==> src/hdl/gyr_pkg.sv <==
// ----------------------------------------------------------------------------
// gyr_pkg
// Shared constants and types of the periodic gyration radius block.
// ----------------------------------------------------------------------------
package gyr_pkg;

	localparam int MAX_PARTICLES = 1024;
	localparam int ADDR_W        = $clog2(MAX_PARTICLES);
	localparam int CNT_W         = ADDR_W + 1;
	localparam int NN_W          = 2 * CNT_W;
	localparam int DVD_W         = 64;
	localparam int DVS_W         = (NN_W > 32) ? NN_W : 32;
	localparam int DCNT_W        = $clog2(DVD_W + 1);
	localparam int BOX_W         = 31;
	localparam int SIZE_W        = 11;
	localparam int CFG_IDX_W     = 2;
	localparam int STEP_W        = 5;

	localparam logic [CFG_IDX_W-1:0] REG_BOX_X = 2'd0;
	localparam logic [CFG_IDX_W-1:0] REG_BOX_Y = 2'd1;
	localparam logic [CFG_IDX_W-1:0] REG_BOX_Z = 2'd2;

	localparam logic [BOX_W-1:0] BOX_RESET = 31'd655360;

	typedef struct packed {
		logic signed [31:0] pos_x;
		logic signed [31:0] pos_y;
		logic signed [31:0] pos_z;
		logic               last_particle;
	} pos_t;

	typedef struct packed {
		logic [31:0]       radius;
		logic [31:0]       mean_radius;
		logic [SIZE_W-1:0] set_size;
		logic              overflow;
	} result_t;

	typedef struct packed {
		logic              wr_en;
		logic              drop;
		logic [ADDR_W-1:0] addr;
		logic              lat_i;
		logic              mod_ld;
		logic              mod_step;
		logic              sq;
		logic              add1;
		logic              add2;
		logic              acc;
		logic              nn_ld;
		logic              mn_ld;
		logic              div_step;
		logic              rt_ld;
		logic              rt_step;
		logic              tot;
		logic              emit;
		logic [CNT_W-1:0]  n;
	} cmd_t;

	typedef struct packed {
		logic div_done;
	} stat_t;

endpackage

==> src/hdl/gyr_ctrl.sv <==
// ----------------------------------------------------------------------------
// gyr_ctrl
// Controller: item loading, pair walk, reduction and output sequencing.
// ----------------------------------------------------------------------------
module gyr_ctrl (
	input  logic           clk,
	input  logic           arst_n,
	input  logic           start,
	input  logic           last_particle,
	input  gyr_pkg::stat_t stat,
	output gyr_pkg::cmd_t  cmd,
	output logic           busy
);
	import gyr_pkg::*;

	localparam logic [3:0] S_IDLE = 4'd0;
	localparam logic [3:0] S_RDI  = 4'd1;
	localparam logic [3:0] S_LDI  = 4'd2;
	localparam logic [3:0] S_RDJ  = 4'd3;
	localparam logic [3:0] S_DLD  = 4'd4;
	localparam logic [3:0] S_MOD  = 4'd5;
	localparam logic [3:0] S_SQ   = 4'd6;
	localparam logic [3:0] S_ADD1 = 4'd7;
	localparam logic [3:0] S_ADD2 = 4'd8;
	localparam logic [3:0] S_ACC  = 4'd9;
	localparam logic [3:0] S_NN   = 4'd10;
	localparam logic [3:0] S_QDIV = 4'd11;
	localparam logic [3:0] S_SQRT = 4'd12;
	localparam logic [3:0] S_TOT  = 4'd13;
	localparam logic [3:0] S_MDIV = 4'd14;
	localparam logic [3:0] S_EMIT = 4'd15;

	logic [3:0]        state_q;
	logic [3:0]        state_d;
	logic [CNT_W-1:0]  cnt_q;
	logic [CNT_W-1:0]  n_next;
	logic [ADDR_W-1:0] i_q;
	logic [ADDR_W-1:0] j_q;
	logic [STEP_W-1:0] step_q;
	logic              accept;
	logic              full;
	logic              j_end;
	logic              i_end;

	assign busy   = state_q != S_IDLE;
	assign accept = start && !busy;
	assign full   = cnt_q == CNT_W'(MAX_PARTICLES);
	assign n_next = full ? cnt_q : cnt_q + 1'b1;
	assign j_end  = CNT_W'(j_q) == cnt_q - 1'b1;
	assign i_end  = CNT_W'(i_q) == cnt_q - CNT_W'(2);

	always_comb begin
		cmd     = '0;
		cmd.n   = cnt_q;
		state_d = state_q;
		case (state_q)
			S_IDLE: begin
				cmd.addr = cnt_q[ADDR_W-1:0];
				if (accept) begin
					cmd.wr_en = !full;
					cmd.drop  = full;
					if (last_particle) begin
						state_d = (n_next < CNT_W'(2)) ? S_NN : S_RDI;
					end
				end
			end
			S_RDI: begin
				cmd.addr = i_q;
				state_d  = S_LDI;
			end
			S_LDI: begin
				cmd.lat_i = 1'b1;
				state_d   = S_RDJ;
			end
			S_RDJ: begin
				cmd.addr = j_q;
				state_d  = S_DLD;
			end
			S_DLD: begin
				cmd.mod_ld = 1'b1;
				state_d    = S_MOD;
			end
			S_MOD: begin
				cmd.mod_step = 1'b1;
				if (step_q == '1) begin
					state_d = S_SQ;
				end
			end
			S_SQ: begin
				cmd.sq  = 1'b1;
				state_d = S_ADD1;
			end
			S_ADD1: begin
				cmd.add1 = 1'b1;
				state_d  = S_ADD2;
			end
			S_ADD2: begin
				cmd.add2 = 1'b1;
				state_d  = S_ACC;
			end
			S_ACC: begin
				cmd.acc = 1'b1;
				if (!j_end) begin
					state_d = S_RDJ;
				end else if (i_end) begin
					state_d = S_NN;
				end else begin
					state_d = S_RDI;
				end
			end
			S_NN: begin
				cmd.nn_ld = 1'b1;
				state_d   = S_QDIV;
			end
			S_QDIV: begin
				if (stat.div_done) begin
					cmd.rt_ld = 1'b1;
					state_d   = S_SQRT;
				end else begin
					cmd.div_step = 1'b1;
				end
			end
			S_SQRT: begin
				cmd.rt_step = 1'b1;
				if (step_q == '1) begin
					state_d = S_TOT;
				end
			end
			S_TOT: begin
				cmd.tot = 1'b1;
				state_d = S_MDIV;
			end
			S_MDIV: begin
				// first cycle loads the divider with the updated totals
				if (step_q == '0) begin
					cmd.mn_ld = 1'b1;
				end else if (stat.div_done) begin
					state_d = S_EMIT;
				end else begin
					cmd.div_step = 1'b1;
				end
			end
			S_EMIT: begin
				cmd.emit = 1'b1;
				state_d  = S_IDLE;
			end
			default: state_d = S_IDLE;
		endcase
	end

	always_ff @(posedge clk or negedge arst_n) begin
		if (!arst_n) begin
			state_q <= S_IDLE;
			cnt_q   <= '0;
			i_q     <= '0;
			j_q     <= '0;
			step_q  <= '0;
		end else begin
			state_q <= state_d;
			if (accept && !full) begin
				cnt_q <= cnt_q + 1'b1;
			end
			if (state_q == S_EMIT) begin
				cnt_q <= '0;
			end
			if (state_q == S_IDLE) begin
				i_q <= '0;
			end else if (state_q == S_ACC && j_end) begin
				i_q <= i_q + 1'b1;
			end
			if (state_q == S_LDI) begin
				j_q <= i_q + 1'b1;
			end else if (state_q == S_ACC) begin
				j_q <= j_q + 1'b1;
			end
			if (state_q == S_MOD || state_q == S_SQRT) begin
				step_q <= step_q + 1'b1;
			end else if (state_q == S_MDIV) begin
				step_q <= '1;
			end else begin
				step_q <= '0;
			end
		end
	end
endmodule

==> config.mk <==
export PLATFORM = sky130hd
export DESIGN_NAME = gyr_ctrl
export DESIGN_NICKNAME = d
export VERILOG_FILES = /design/src/hdl/gyr_pkg.sv /design/src/hdl/gyr_ctrl.sv
export SDC_FILE = /design/constraint.sdc
export NUM_CORES = 1
export LEC_CHECK = 0
export ABC_CLOCK_PERIOD_IN_PS = 4180
export BUFFER_PORTS_ARGS = -buffer_cell sky130_fd_sc_hd__buf_2
export CAP_MARGIN = 10
export CELL_PAD_IN_SITES_DETAIL_PLACEMENT = 1
export CELL_PAD_IN_SITES_GLOBAL_PLACEMENT = 1
export CORE_UTILIZATION = 30
export CTS_CLUSTER_SIZE = 12
export DETAILED_ROUTE_END_ITERATION = 10
export MAX_ROUTING_LAYER = met4
export PLACE_DENSITY_LB_ADDON = 0.1
export SYNTH_ARGS = -nofsm -noshare
export SYNTH_HDL_FRONTEND = slang
export SYNTH_SLANG_ARGS = --single-unit
==> constraint.sdc <==
create_clock -name clk -period 4.18 [get_ports clk]
set_clock_uncertainty 0.2 [all_clocks]
set_input_delay 0.209 -clock clk [delete_from_list [all_inputs] [get_ports clk]]
set_output_delay 0.209 -clock clk [all_outputs]
set_load 0.02 [all_outputs]
; ---- Yosys cells after proc, flatten, opt, wreduce, memory -nomap -nowiden
; Cells that the tools add are included.
[word_totals]
regBits = 40
output_inout_bits = 38
input_bits = 5
elab_cells = 92
[classes]
n_lt_le_gt_ge = 1
n_eq_ne = 26
add_sub_neg = 6
n_reduce_logical = 13
mux = 41
[op_table]
columns = operator, count
row1 = 4-bit one-hot mux with 16 select lines, 1
row2 = 10-bit 2-to-1 mux, 4
row3 = 4-bit 2-to-1 mux, 10
row4 = 11-bit 2-to-1 mux, 3
row5 = "4-bit equality test, second input constant", 8
row6 = 10-bit one-hot mux with 3 select lines, 1
row7 = 10-bit by 11-bit equality test with 1-bit output, 2
row8 = "10-bit by 1-bit adder with 10-bit output, second input constant", 2
row9 = 1-bit 2-to-1 mux, 17
row10 = "4-bit by 3-bit equality test with 1-bit output, second input constant", 4
row11 = "2-bit != test, second input constant", 7
row12 = "11-bit by 1-bit adder with 11-bit output, second input constant", 1
row13 = "11-bit equality test, second input constant", 1
row14 = "11-bit by 2-bit < comparator with 1-bit output, second input constant", 1
row15 = "11-bit by 1-bit subtractor with 11-bit output, second input constant", 1
row16 = "11-bit by 2-bit subtractor with 11-bit output, second input constant", 1
row17 = 5-bit 2-to-1 mux, 2
row18 = "4-bit by 2-bit equality test with 1-bit output, second input constant", 2
row19 = 7-bit AND reduction, 1
row20 = 2-bit nonzero test, 3
row21 = "5-bit by 1-bit adder with 5-bit output, second input constant", 1
row22 = "5-bit equality test, second input constant", 1
row23 = 5-bit zero test, 1
row24 = "4-bit by 1-bit equality test with 1-bit output, second input constant", 1
row25 = other kinds (7), 11

; ---- Longest topological paths before layout
; Gate-level depths: netlist of run 1.
[logic_depth]
depth_word = 7
depth_mapped = 12
mapped_depth_nobuf = 9

; ---- Worst setup path before layout of run 1
; OpenSTA, ideal clock, no wires.
[synth_timing]
path_kind = reg2reg
startpoint = register cnt_q[2]
endpoint = register i_q[7]
path_slack_ns = 0.908
required_time_ns = 3.862
arrival_ns = 2.954
synth_period_minus_slack_ns = 3.272
n_path_buf = 2
setup_time_ns = 0.118
path_stages_with_launch = 12
cell_sequence = dfrtp_1 -> clkbuf_1 -> inv_1 -> ha_1 -> or4b_4 -> or4_1 -> a22oi_1 -> and4_1 -> buf_6 -> nand2_4 -> mux2_4 -> a21o_1
[synth_via]
elab_chain_cells = 4
[synth_rtl]
columns = item, line_no
row1 = "start, declared", gyr_ctrl.sv:35  ; logic [CNT_W-1:0] cnt_q;
row2 = "start signal, assigned", gyr_ctrl.sv:161  ; cnt_q <= cnt_q + 1'b1;
row3 = 11-bit by 1-bit subtractor with 11-bit output, gyr_ctrl.sv:49  ; assign j_end = CNT_W'(j_q) == cnt_q - 1'b1;
row4 = 10-bit by 11-bit equality test with 1-bit output, gyr_ctrl.sv:49
row5 = 1-bit logical AND, gyr_ctrl.sv:168  ; end else if (state_q == S_ACC && j_end) begin
row6 = 2-bit nonzero test (no source line), -
row7 = "end signal, assigned", gyr_ctrl.sv:169  ; i_q <= i_q + 1'b1;
row8 = "end, declared", gyr_ctrl.sv:37  ; logic [ADDR_W-1:0] i_q;
; Every way passes these cells.
; A chain may end at the register's enable or synchronous reset.

; ---- Worst setup path after layout of run 1
[layout_timing]
startpoint = register cnt_q[1]
endpoint = register i_q[7]
; The elaborated chain is that of the path after synthesis.

==> impl_metrics.env, run 1 <==
export IMPL_place_ws_ps=639.9
export IMPL_yosysSeqAreaShare_pct=29.27
export IMPL_nets=483
export IMPL_ant_nets=0
export IMPL_portBuffers=42
export IMPL_htreeDepth=2
export IMPL_async_flop_share_pct=100.0
export IMPL_synth_edff_count=0
export IMPL_status="finished, final reports clean"
export IMPL_ys_warnings_count=0
export IMPL_cp_data_arrival_time_ps=3580
export IMPL_grt_pass1_wl_mm=18.73
export IMPL_clock_latency_ps=300
export IMPL_synth_distinct_cells=56
export IMPL_drc=0
export IMPL_overflow=0
export IMPL_rsz0062_at_grt="no"
export IMPL_end_kind="register"
export IMPL_hold_viol_final=0
export IMPL_syn_area_um2=3420
export IMPL_ios=43
export IMPL_cp_required_ps=4170
export IMPL_relSlewSlack_pct=31.01
export IMPL_wl_per_cell_um=19.04
export IMPL_setup_viol=0
export IMPL_critPathMaxStageDelay_ps=500
export IMPL_coreArea_um2=10980
export IMPL_synth_area_per_cell_um2=7.772
export IMPL_cts_resized=0
export IMPL_clock_path_buffers=2
export IMPL_final_max_slew_viol_count=0
export IMPL_p_leak_uw=0.001780
export IMPL_synth_nets=455
export IMPL_cts_buffers=5
export IMPL_grt_max_degree=41
export IMPL_first_global_vias=3334
export IMPL_fin_ws_ps=597.5
export IMPL_power_density_nw_per_um2=614.0
export IMPL_clk_pin_slew_ps=60
export IMPL_antenna_found_initial=0
export IMPL_timing_fmax_ghz=0.2791
export IMPL_grt_usage_pct=21.81
export IMPL_cts_sink_count=40
export IMPL_path_buf_inv=1
export IMPL_chipWidth_um=108.8
export IMPL_setup_tns_ps=0
export IMPL_fin_util_pct=35.76
export IMPL_area_delta_synth_final_pct=14.86
export IMPL_path_class="reg2reg"
export IMPL_timing_final_crit_share_pct=85.70
export IMPL_place_hpwl_mm=8.421
export IMPL_routed_wl_mm=11.60
export IMPL_placed_cells=600
export IMPL_start_kind="register"
export IMPL_instances_no_fill=609
export IMPL_post_drt_via_cell_ratio=5.291
export IMPL_layout_drive_gt1_share_pct=15.35
export IMPL_drv_cap=0
export IMPL_antennaDiodeCount=0
export IMPL_slowest_stage="or4b_4"
export IMPL_dr_pass1_iters=6
export IMPL_dieArea_um2=11830
export IMPL_vdd_drop_max_v=0.0002586
export IMPL_cp_max_fo=17
export IMPL_die_h_um=108.8
export IMPL_hold_path_class="in2reg"
export IMPL_worst_pin_slew_ps=1035
export IMPL_cts_tree="yes"
export IMPL_first_iter_violations=137
export IMPL_rows=38
export IMPL_start_util_pct=31.13
export IMPL_crit_chain="inv_1 > ha_1 > or4b_4 > or4_1 > a22oi_1 > and4_1 > nand2_4 > mux2_4 > a21o_1"
export IMPL_ys_ff_latch=40
export IMPL_fin_crit_ps=3582
export IMPL_cp_top_family="simple AND/OR/NAND/NOR gates"
export IMPL_root_buffer="clkbuf_16"
export IMPL_place_gp_congestion=0.7961
export IMPL_layout_common_cells="nor2_1 (49), nand2_1 (42), buf_2 (42)"
export IMPL_postSynthCellCount=440
export IMPL_final_common_cell="nor2_1"
export IMPL_ys_flop_type="dfrtp_1"
export IMPL_route_vias_total=3222
[registers in the layout, indices dropped and copies added, names as in the netlist]
signal   flops
cnt_q       11
i_q         10
j_q         10
state_q      4
step_q       5
[layout make-up]
cell class / count / area (um2)
inverters: 12 / 45.04
fillers: 1370 / 7056
repair buffers: 56 / 317.8
flip-flops and latches: 40 / 1001
clock inverters: 3 / 42.54
well taps: 140 / 175.2
multi-input cells: 353 / 2221
clock buffers: 5 / 125.1
[kinds of logic (layout without fill, tap and decap cells)]
kind of cell | Yosys count | after routing | share of synthesized area [%]
simple gates | 191 | 191 | 28.03
compound gates | 88 | 88 | 16.14
buf+inv | 47 | 76 | 5.781
xor+xnor | 48 | 48 | 12.29
flops | 40 | 40 | 29.27
fa+ha+maj | 10 | 10 | 3.659
mux | 16 | 16 | 4.830
[report_power, final]
part / total [uW] / internal, uW / leakage [uW] / switching [uW]
Sequential: 601 / 463 / 0.000538 / 138
Clock: 467 / 281 / 0.0000798 / 186
Combinational: 1340 / 527 / 0.00116 / 817
Total: 2410 / 1270 / 0.00178 / 1140
[Yosys cell counts, types with 2 or more instances]
cell / instances / area (um2)
nor3b_1: 2 / 15.01
o31ai_1: 5 / 37.54
nand2b_1: 12 / 75.07
buf_6: 2 / 22.52
dfrtp_1: 40 / 1001
o211ai_1: 4 / 30.03
mux2i_1: 15 / 150.1
nor3_1: 12 / 60.06
clkbuf_1: 24 / 90.09
clkinv_1: 2 / 7.510
a31oi_1: 7 / 43.79
or4_1: 3 / 22.52
or3_1: 3 / 18.77
buf_1: 6 / 22.52
inv_1: 10 / 37.54
nor2b_1: 5 / 31.28
nand2_1: 42 / 157.7
o41ai_1: 2 / 17.52
nor2_1: 49 / 183.9
a21boi_0: 6 / 45.04
nor4_1: 2 / 12.51
xor2_1: 18 / 157.7
and3_1: 8 / 50.05
nand4_1: 9 / 56.30
o21bai_1: 2 / 15.01
xnor2_1: 30 / 262.8
a21oi_1: 16 / 80.08
or2_2: 3 / 18.77
o22ai_1: 2 / 12.51
and2_1: 4 / 25.02
buf_2: 2 / 10.01
and4_1: 5 / 43.79
ha_1: 10 / 125.1
o21ai_0: 30 / 150.1
nand3_1: 27 / 135.1
[path summary, 6_finish.rpt]
kind	cells after the start	slack [ps]	to	start
min reg2reg	1	390	j_q[9]	j_q[9]
max reg2reg	9	600	i_q[7]	cnt_q[1]
min	4	140	state_q[1]	stat
min in group asynchronous	2	410	state_q[2]	arst_n
max in group asynchronous	2	2700	state_q[0]	arst_n
max	9	600	i_q[7]	cnt_q[1]
[metrics by stage]
step,cell area [um2],hold slack (ps),power (uW)
after CTS,3928,124.6,2435
after floorplan,3420,-286.6,1536
after global routing,3928,160.1,2596
final,3928,137.7,2411
after detailed placement,3750,254.6,1947
after global placement,3750,249.5,1927
[worst reg2reg max path: cells and delay by family, from the launching register on]
family	cells	cell delay [ps]
simple gates	4	1640
flops	1	460
compound gates	2	360
mux	1	340
fa+ha+maj	1	320
buf+inv	1	160
[per-layer routing]
metal  vias to the layer above  track usage [%]  part of all wire (%)
met5                         -                -                     0
met4                         0            4.344                  0.85
met3                         6            4.304                   2.6
met2                        35            33.82                    45
met1                      1594            29.45                    51
li1                       1587                -                     -
[repair_timing]
| item | CTS | global route |
|---|---|---|
| endpoints found under the hold margin | 40 | 0 |
| hold buffers | 1 | 0 |
| buffers inserted | 0 | 0 |
(Power assumes the default switching activity.)
==> inputs of run 2 (changes only) <==
--- a/config.mk
+++ b/config.mk
@@ -15,6 +15,7 @@
 export DETAILED_ROUTE_END_ITERATION = 10
 export MAX_ROUTING_LAYER = met4
 export PLACE_DENSITY_LB_ADDON = 0.1
+export SKIP_CTS_REPAIR_TIMING = 1
 export SYNTH_ARGS = -nofsm -noshare
 export SYNTH_HDL_FRONTEND = slang
 export SYNTH_SLANG_ARGS = --single-unit
==> constraint.sdc (replaced) <==
create_clock -name clk -period 4.18 [get_ports clk]
set_clock_uncertainty 0.2 [all_clocks]
set_input_delay 0.209 -clock clk [delete_from_list [all_inputs] [get_ports clk]]
set_output_delay 0.209 -clock clk [all_outputs]
set_load 0.005 [all_outputs]
==> run 2 against run 1 <==
  * Sequential share of layout area about the same
  * Total power fell by 4.3%
  * First-iteration DRC count is 18% higher
  * Routed wire length down 1.6%
  * Combinational power down 4%
  * Via count grew 1.7%
  * Largest cell class unchanged
  * Critical path type unchanged
  * Final area about the same
  * Sequential power shrank 4.7%
  * Critical path depth did not move
==> impl_metrics.env, run 2 (synthesis results as in run 1) <==
export IMPL_status="finished, final reports clean"
export IMPL_cts_tree="yes"
export IMPL_clock_power_share_pct=19.5
export IMPL_hold_ws_ps=115.7
export IMPL_worst_pin_slew_ps=1002
export IMPL_p_sw_share_pct=45.03
export IMPL_relSlewSlack_pct=33.19
export IMPL_highest_layer="met4"
export IMPL_layout_drive_gt1_share_pct=15.14
export IMPL_seqPwrFrac_pct=24.8
export IMPL_dr_pass1_iters=4
export IMPL_internal_power_uw=1269
export IMPL_portBuffers=42
export IMPL_instances_no_fill=609
export IMPL_htreeDepth=2
export IMPL_drt_met1_wl_mm=5.663
export IMPL_fin_util_pct=35.73
export IMPL_clk_pin_slew_ps=60
export IMPL_grt_max_degree=41
export IMPL_drc=0
export IMPL_root_buffer="clkbuf_16"
export IMPL_overflow=0
export IMPL_setup_viol=0
export IMPL_first_iter_violations=161
export IMPL_top_register="cnt_q"
export IMPL_vdd_drop_max_v=0.0003126
export IMPL_regToRegSetupSlack_ps=590
export IMPL_placed_cell_area_um2=3750
export IMPL_wl_met3_um=347
export IMPL_chipWidth_um=108.8
export IMPL_power_net_switching_uw=1040
export IMPL_die_h_um=108.8
export IMPL_final_common_cell="nor2_1"
export IMPL_nets=483
export IMPL_ant_nets=0
export IMPL_cts_buffers=5
export IMPL_area_delta_synth_final_pct=14.75
export IMPL_critPathMaxStageDelay_ps=500
export IMPL_rsz0062_at_grt="no"
export IMPL_wl_per_cell_um=18.75
export IMPL_clock_path_buffers=2
export IMPL_power_density_nw_per_um2=588.4
export IMPL_cp_max_fo=17
export IMPL_wl_met2_mm=5.299
export IMPL_layout_common_cells="nor2_1 (49), nand2_1 (42), buf_2 (42)"
export IMPL_largest_register_ff_count=11
export IMPL_grt_pass1_wl_mm=18.82
export IMPL_route_vias_total=3278
export IMPL_clock_latency_ps=300
export IMPL_ios=43
export IMPL_rows=38
export IMPL_drv_cap=0
export IMPL_place_hpwl_mm=8.477
export IMPL_start_util_pct=31.13
export IMPL_first_global_vias=3402
export IMPL_post_drt_via_cell_ratio=5.383
export IMPL_cp_data_arrival_time_ps=3570
export IMPL_end_kind="register"
export IMPL_combPwrFrac_pct=55.7
export IMPL_seqCellArea_um2=1001
export IMPL_dieArea_um2=11830
export IMPL_multi_input_area_um2=2221
export IMPL_timing_fmax_ghz=0.2789
export IMPL_cts_sink_count=40
export IMPL_stdcell_area_um2=3924
export IMPL_hold_viol_final=0
export IMPL_slowest_stage="or4b_4"
export IMPL_final_max_slew_viol_count=0
export IMPL_placed_cells=600
export IMPL_start_kind="register"
export IMPL_coreArea_um2=10980
export IMPL_fillerInstances=1359
export IMPL_routed_wl_mm=11.42
export IMPL_reg_top3="cnt_q x11, i_q x10, j_q x10"
export IMPL_crit_chain="inv_1 > ha_1 > or4b_4 > or4_1 > a22oi_1 > and4_1 > nand2_4 > mux2_4 > a21o_1"
export IMPL_path_class="reg2reg"
export IMPL_setup_tns_ps=0
export IMPL_place_gp_congestion=0.8049
export IMPL_antenna_found_initial=0
export IMPL_cp_required_ps=4170
export IMPL_grt_usage_pct=21.60
export IMPL_hold_path_class="in2reg"
export IMPL_timing_final_crit_share_pct=85.78
export IMPL_fin_crit_ps=3586
export IMPL_p_leak_uw=0.001781
export IMPL_antennaDiodeCount=0
## run 2: cell types whose count changed in the layout (fill, tap and decap cells not counted), sizes merged
| cell | previous run | this run |
|---|---|---|
| clkbuf | 5 | 6 |
| clkinvlp | 1 | 0 |
## run 2: per-stage QoR
step           power [uW]  worst slack [ps]
2_1_floorplan        1463             996.1
3_3_place_gp         1854             744.8
3_5_place_dp         1870             621.8
4_1_cts              2339             595.6
5_1_grt              2502             439.4
6_report             2309             594.3
## run 2: per-layer routing
| layer | global-route usage (%) | vias to the layer above |
|---|---|---|
| li1 | - | 1595 |
| met1 | 28.76 | 1620 |
| met2 | 34.31 | 52 |
| met3 | 3.945 | 11 |
| met4 | 4.151 | 0 |
| met5 | - | - |
## run 2: layout make-up
cell class                 instances  area share [%]
timing repair buffer              56           8.100
inverter                          12           1.148
clock inverter                     2          0.8929
clock buffer                       6           3.284
multi-input combinational        353           56.60
sequential                        40           25.51
tap                              140           4.464
## run 2: worst paths after layout
path	from	end	cells after the start
max	cnt_q[1]	i_q[7]	9
min	start	cnt_q[10]	3
max reg2reg	cnt_q[1]	i_q[7]	9
min reg2reg	j_q[9]	j_q[9]	1
max in group asynchronous	arst_n	i_q[7]	2
min in group asynchronous	arst_n	cnt_q[5]	2
## run 2: worst max-delay path, delay by kind of cell (launching register included)
| family | cells | cell delay (ps) |
|---|---|---|
| multiplexers | 1 | 330 |
| flip-flops | 1 | 460 |
| buffers and inverters | 1 | 160 |
| adder cells (fa/ha/maj) | 1 | 330 |
| AO/OA/AOI/OAI | 2 | 370 |
| AND/OR/NAND/NOR | 4 | 1630 |
## run 2: power groups by stage
stage	registers (uW)	clock network (uW)	logic [uW]
floorplan	527	0	936
global placement	577	0	1280
detailed placement	581	0	1290
CTS	575	466	1300
global route	586	481	1440
finish	573	451	1290
==> inputs of run 3 (changes only) <==
--- a/config.mk
+++ b/config.mk
@@ -14,7 +14,7 @@
 export CTS_CLUSTER_SIZE = 12
 export DETAILED_ROUTE_END_ITERATION = 10
 export MAX_ROUTING_LAYER = met4
-export PLACE_DENSITY_LB_ADDON = 0.1
+export PLACE_DENSITY = 0.58
 export SKIP_CTS_REPAIR_TIMING = 1
 export SYNTH_ARGS = -nofsm -noshare
 export SYNTH_HDL_FRONTEND = slang
==> run 3 against run 2 <==
  * Register-to-register slack barely moved
  * Die area is the same
  * Clock-buffer cell count stayed put
  * Fmax hardly changed
  * Combinational power decreased by 5%
  * Final area decreased by 0.57%
  * Sequential share of layout area grew 0.15 points
  * Utilization fell by 0.21 points
==> impl_metrics.env, run 3 (synthesis results as in run 1) <==
export IMPL_cp_max_fo=17
export IMPL_clk_pin_slew_ps=70
export IMPL_dr_pass1_iters=4
export IMPL_cp_required_ps=4160
export IMPL_largest_register_ff_count=11
export IMPL_dieArea_um2=11830
export IMPL_drt_met1_wl_mm=5.551
export IMPL_hold_viol_final=0
export IMPL_seqPwrFrac_pct=26.9
export IMPL_total_power_uw=2285
export IMPL_slowest_stage="dfrtp_1"
export IMPL_ant_nets=0
export IMPL_cts_sink_count=40
export IMPL_layout_drive_gt1_share_pct=14.59
export IMPL_reg2reg_from="cnt_q[2]"
export IMPL_holdPathEnd="state_q[1]"
export IMPL_timing_fmax_ghz=0.2786
export IMPL_power_net_switching_uw=1029
export IMPL_overflow=0
export IMPL_clock_power_share_pct=19.8
export IMPL_stdcell_area_um2=3901
export IMPL_clock_path_buffers=2
export IMPL_fin_util_pct=35.52
export IMPL_status="finished, final reports clean"
export IMPL_end_kind="register"
export IMPL_setup_tns_ps=0
export IMPL_hold_ws_ps=148.4
export IMPL_setup_viol=0
export IMPL_htreeDepth=2
export IMPL_cp_data_arrival_time_ps=3570
export IMPL_chipWidth_um=108.8
export IMPL_combPwrFrac_pct=53.3
export IMPL_worstHoldStart="stat"
export IMPL_antenna_found_initial=0
export IMPL_antennaDiodeCount=0
export IMPL_worst_pin_slew_ps=1020
export IMPL_top_register="cnt_q"
export IMPL_fin_crit_ps=3589
export IMPL_path_class="reg2reg"
export IMPL_root_buffer="clkbuf_16"
export IMPL_critPathMaxStageDelay_ps=530
export IMPL_wl_met3_um=294
export IMPL_first_iter_violations=145
export IMPL_layout_common_cells="nor2_1 (49), nand2_1 (42), buf_2 (42)"
export IMPL_die_h_um=108.8
export IMPL_first_global_vias=3366
export IMPL_r2r_cells=9
export IMPL_cts_tree="yes"
export IMPL_place_gp_congestion=0.8050
export IMPL_grt_usage_pct=20.65
export IMPL_min_path_cells=4
export IMPL_rsz0062_at_grt="no"
export IMPL_area_delta_synth_final_pct=14.09
export IMPL_highest_layer="met4"
export IMPL_nets=480
export IMPL_worstReg2RegEnd="i_q[7]"
export IMPL_start_kind="register"
export IMPL_wl_met2_mm=5.109
export IMPL_cts_buffers=5
export IMPL_power_density_nw_per_um2=585.7
export IMPL_reg_top3="cnt_q x11, i_q x10, j_q x10"
export IMPL_drv_cap=0
export IMPL_clock_latency_ps=290
export IMPL_drc=0
export IMPL_portBuffers=42
export IMPL_path_buf_inv=1
export IMPL_wl_per_cell_um=18.14
export IMPL_cp_top_family="simple AND/OR/NAND/NOR gates"
export IMPL_post_drt_via_cell_ratio=5.389
export IMPL_final_common_cell="nor2_1"
export IMPL_placed_cell_area_um2=3727
export IMPL_p_sw_share_pct=45.03
export IMPL_hold_path_class="in2reg"
export IMPL_timing_final_crit_share_pct=85.86
export IMPL_final_max_slew_viol_count=0
export IMPL_p_leak_uw=0.001766
export IMPL_regToRegSetupSlack_ps=590
export IMPL_grt_max_degree=41
export IMPL_vdd_drop_max_v=0.0003030
export IMPL_route_vias_total=3266
export IMPL_internal_power_uw=1256
export IMPL_grt_pass1_wl_mm=18.37
export IMPL_crit_chain="inv_1 > ha_1 > or4b_4 > or4_1 > a22oi_1 > and4_1 > nand2_4 > mux2_4 > a21o_1"
export IMPL_rows=38
export IMPL_start_util_pct=31.13
export IMPL_place_hpwl_mm=8.118
export IMPL_coreArea_um2=10980
export IMPL_ios=43
export IMPL_routed_wl_mm=10.99
export IMPL_relSlewSlack_pct=32.01
run 3: worst min-delay path, cell delays in order:
cell,delay (ps)
buf_2,110
o22ai_1,70
nand3_1,100
nand4_1,90
run 3: power by group through the flow:
stage	Sequential (uW)	Clock (uW)	Combinational, uW
after CTS	616	463	1230
after global placement	619	0	1200
after floorplan	527	0	936
final	615	451	1220
after global routing	632	479	1360
after detailed placement	622	0	1220
run 3: how the worst max path moves through the flow:
| stage | from | end | depth (start not counted) |
|---|---|---|---|
| 4_1_cts | cnt_q[2] | i_q[7] | 9 |
| 6_report | cnt_q[2] | i_q[7] | 9 |
| 5_1_grt | cnt_q[2] | i_q[7] | 9 |
| 3_3_place_gp | cnt_q[2] | i_q[7] | 9 |
| 3_5_place_dp | cnt_q[2] | i_q[7] | 9 |
| 2_1_floorplan | cnt_q[2] | i_q[7] | 11 |
run 3: per-stage QoR:
step	setup slack, ps	cells
2_1_floorplan	996.1	440
3_3_place_gp	728.0	597
5_1_grt	403.3	606
3_5_place_dp	629.4	597
4_1_cts	573.4	605
6_report	591.0	606
run 3: cell type report:
cell class,instances,area (um2)
repair buffers,53,295.3
fillers,1380,7082
clock buffers,6,128.9
multi-input cells,353,2221
well taps,140,175.2
inverters,12,45.04
clock inverters,2,35.03
flip-flops and latches,40,1001
run 3: metal layers:
| layer | GRT usage (%) | vias up |
|---|---|---|
| met5 | - | - |
| met1 | 28.35 | 1633 |
| li1 | - | 1589 |
| met3 | 2.570 | 2 |
| met2 | 33.05 | 42 |
| met4 | 3.089 | 0 |
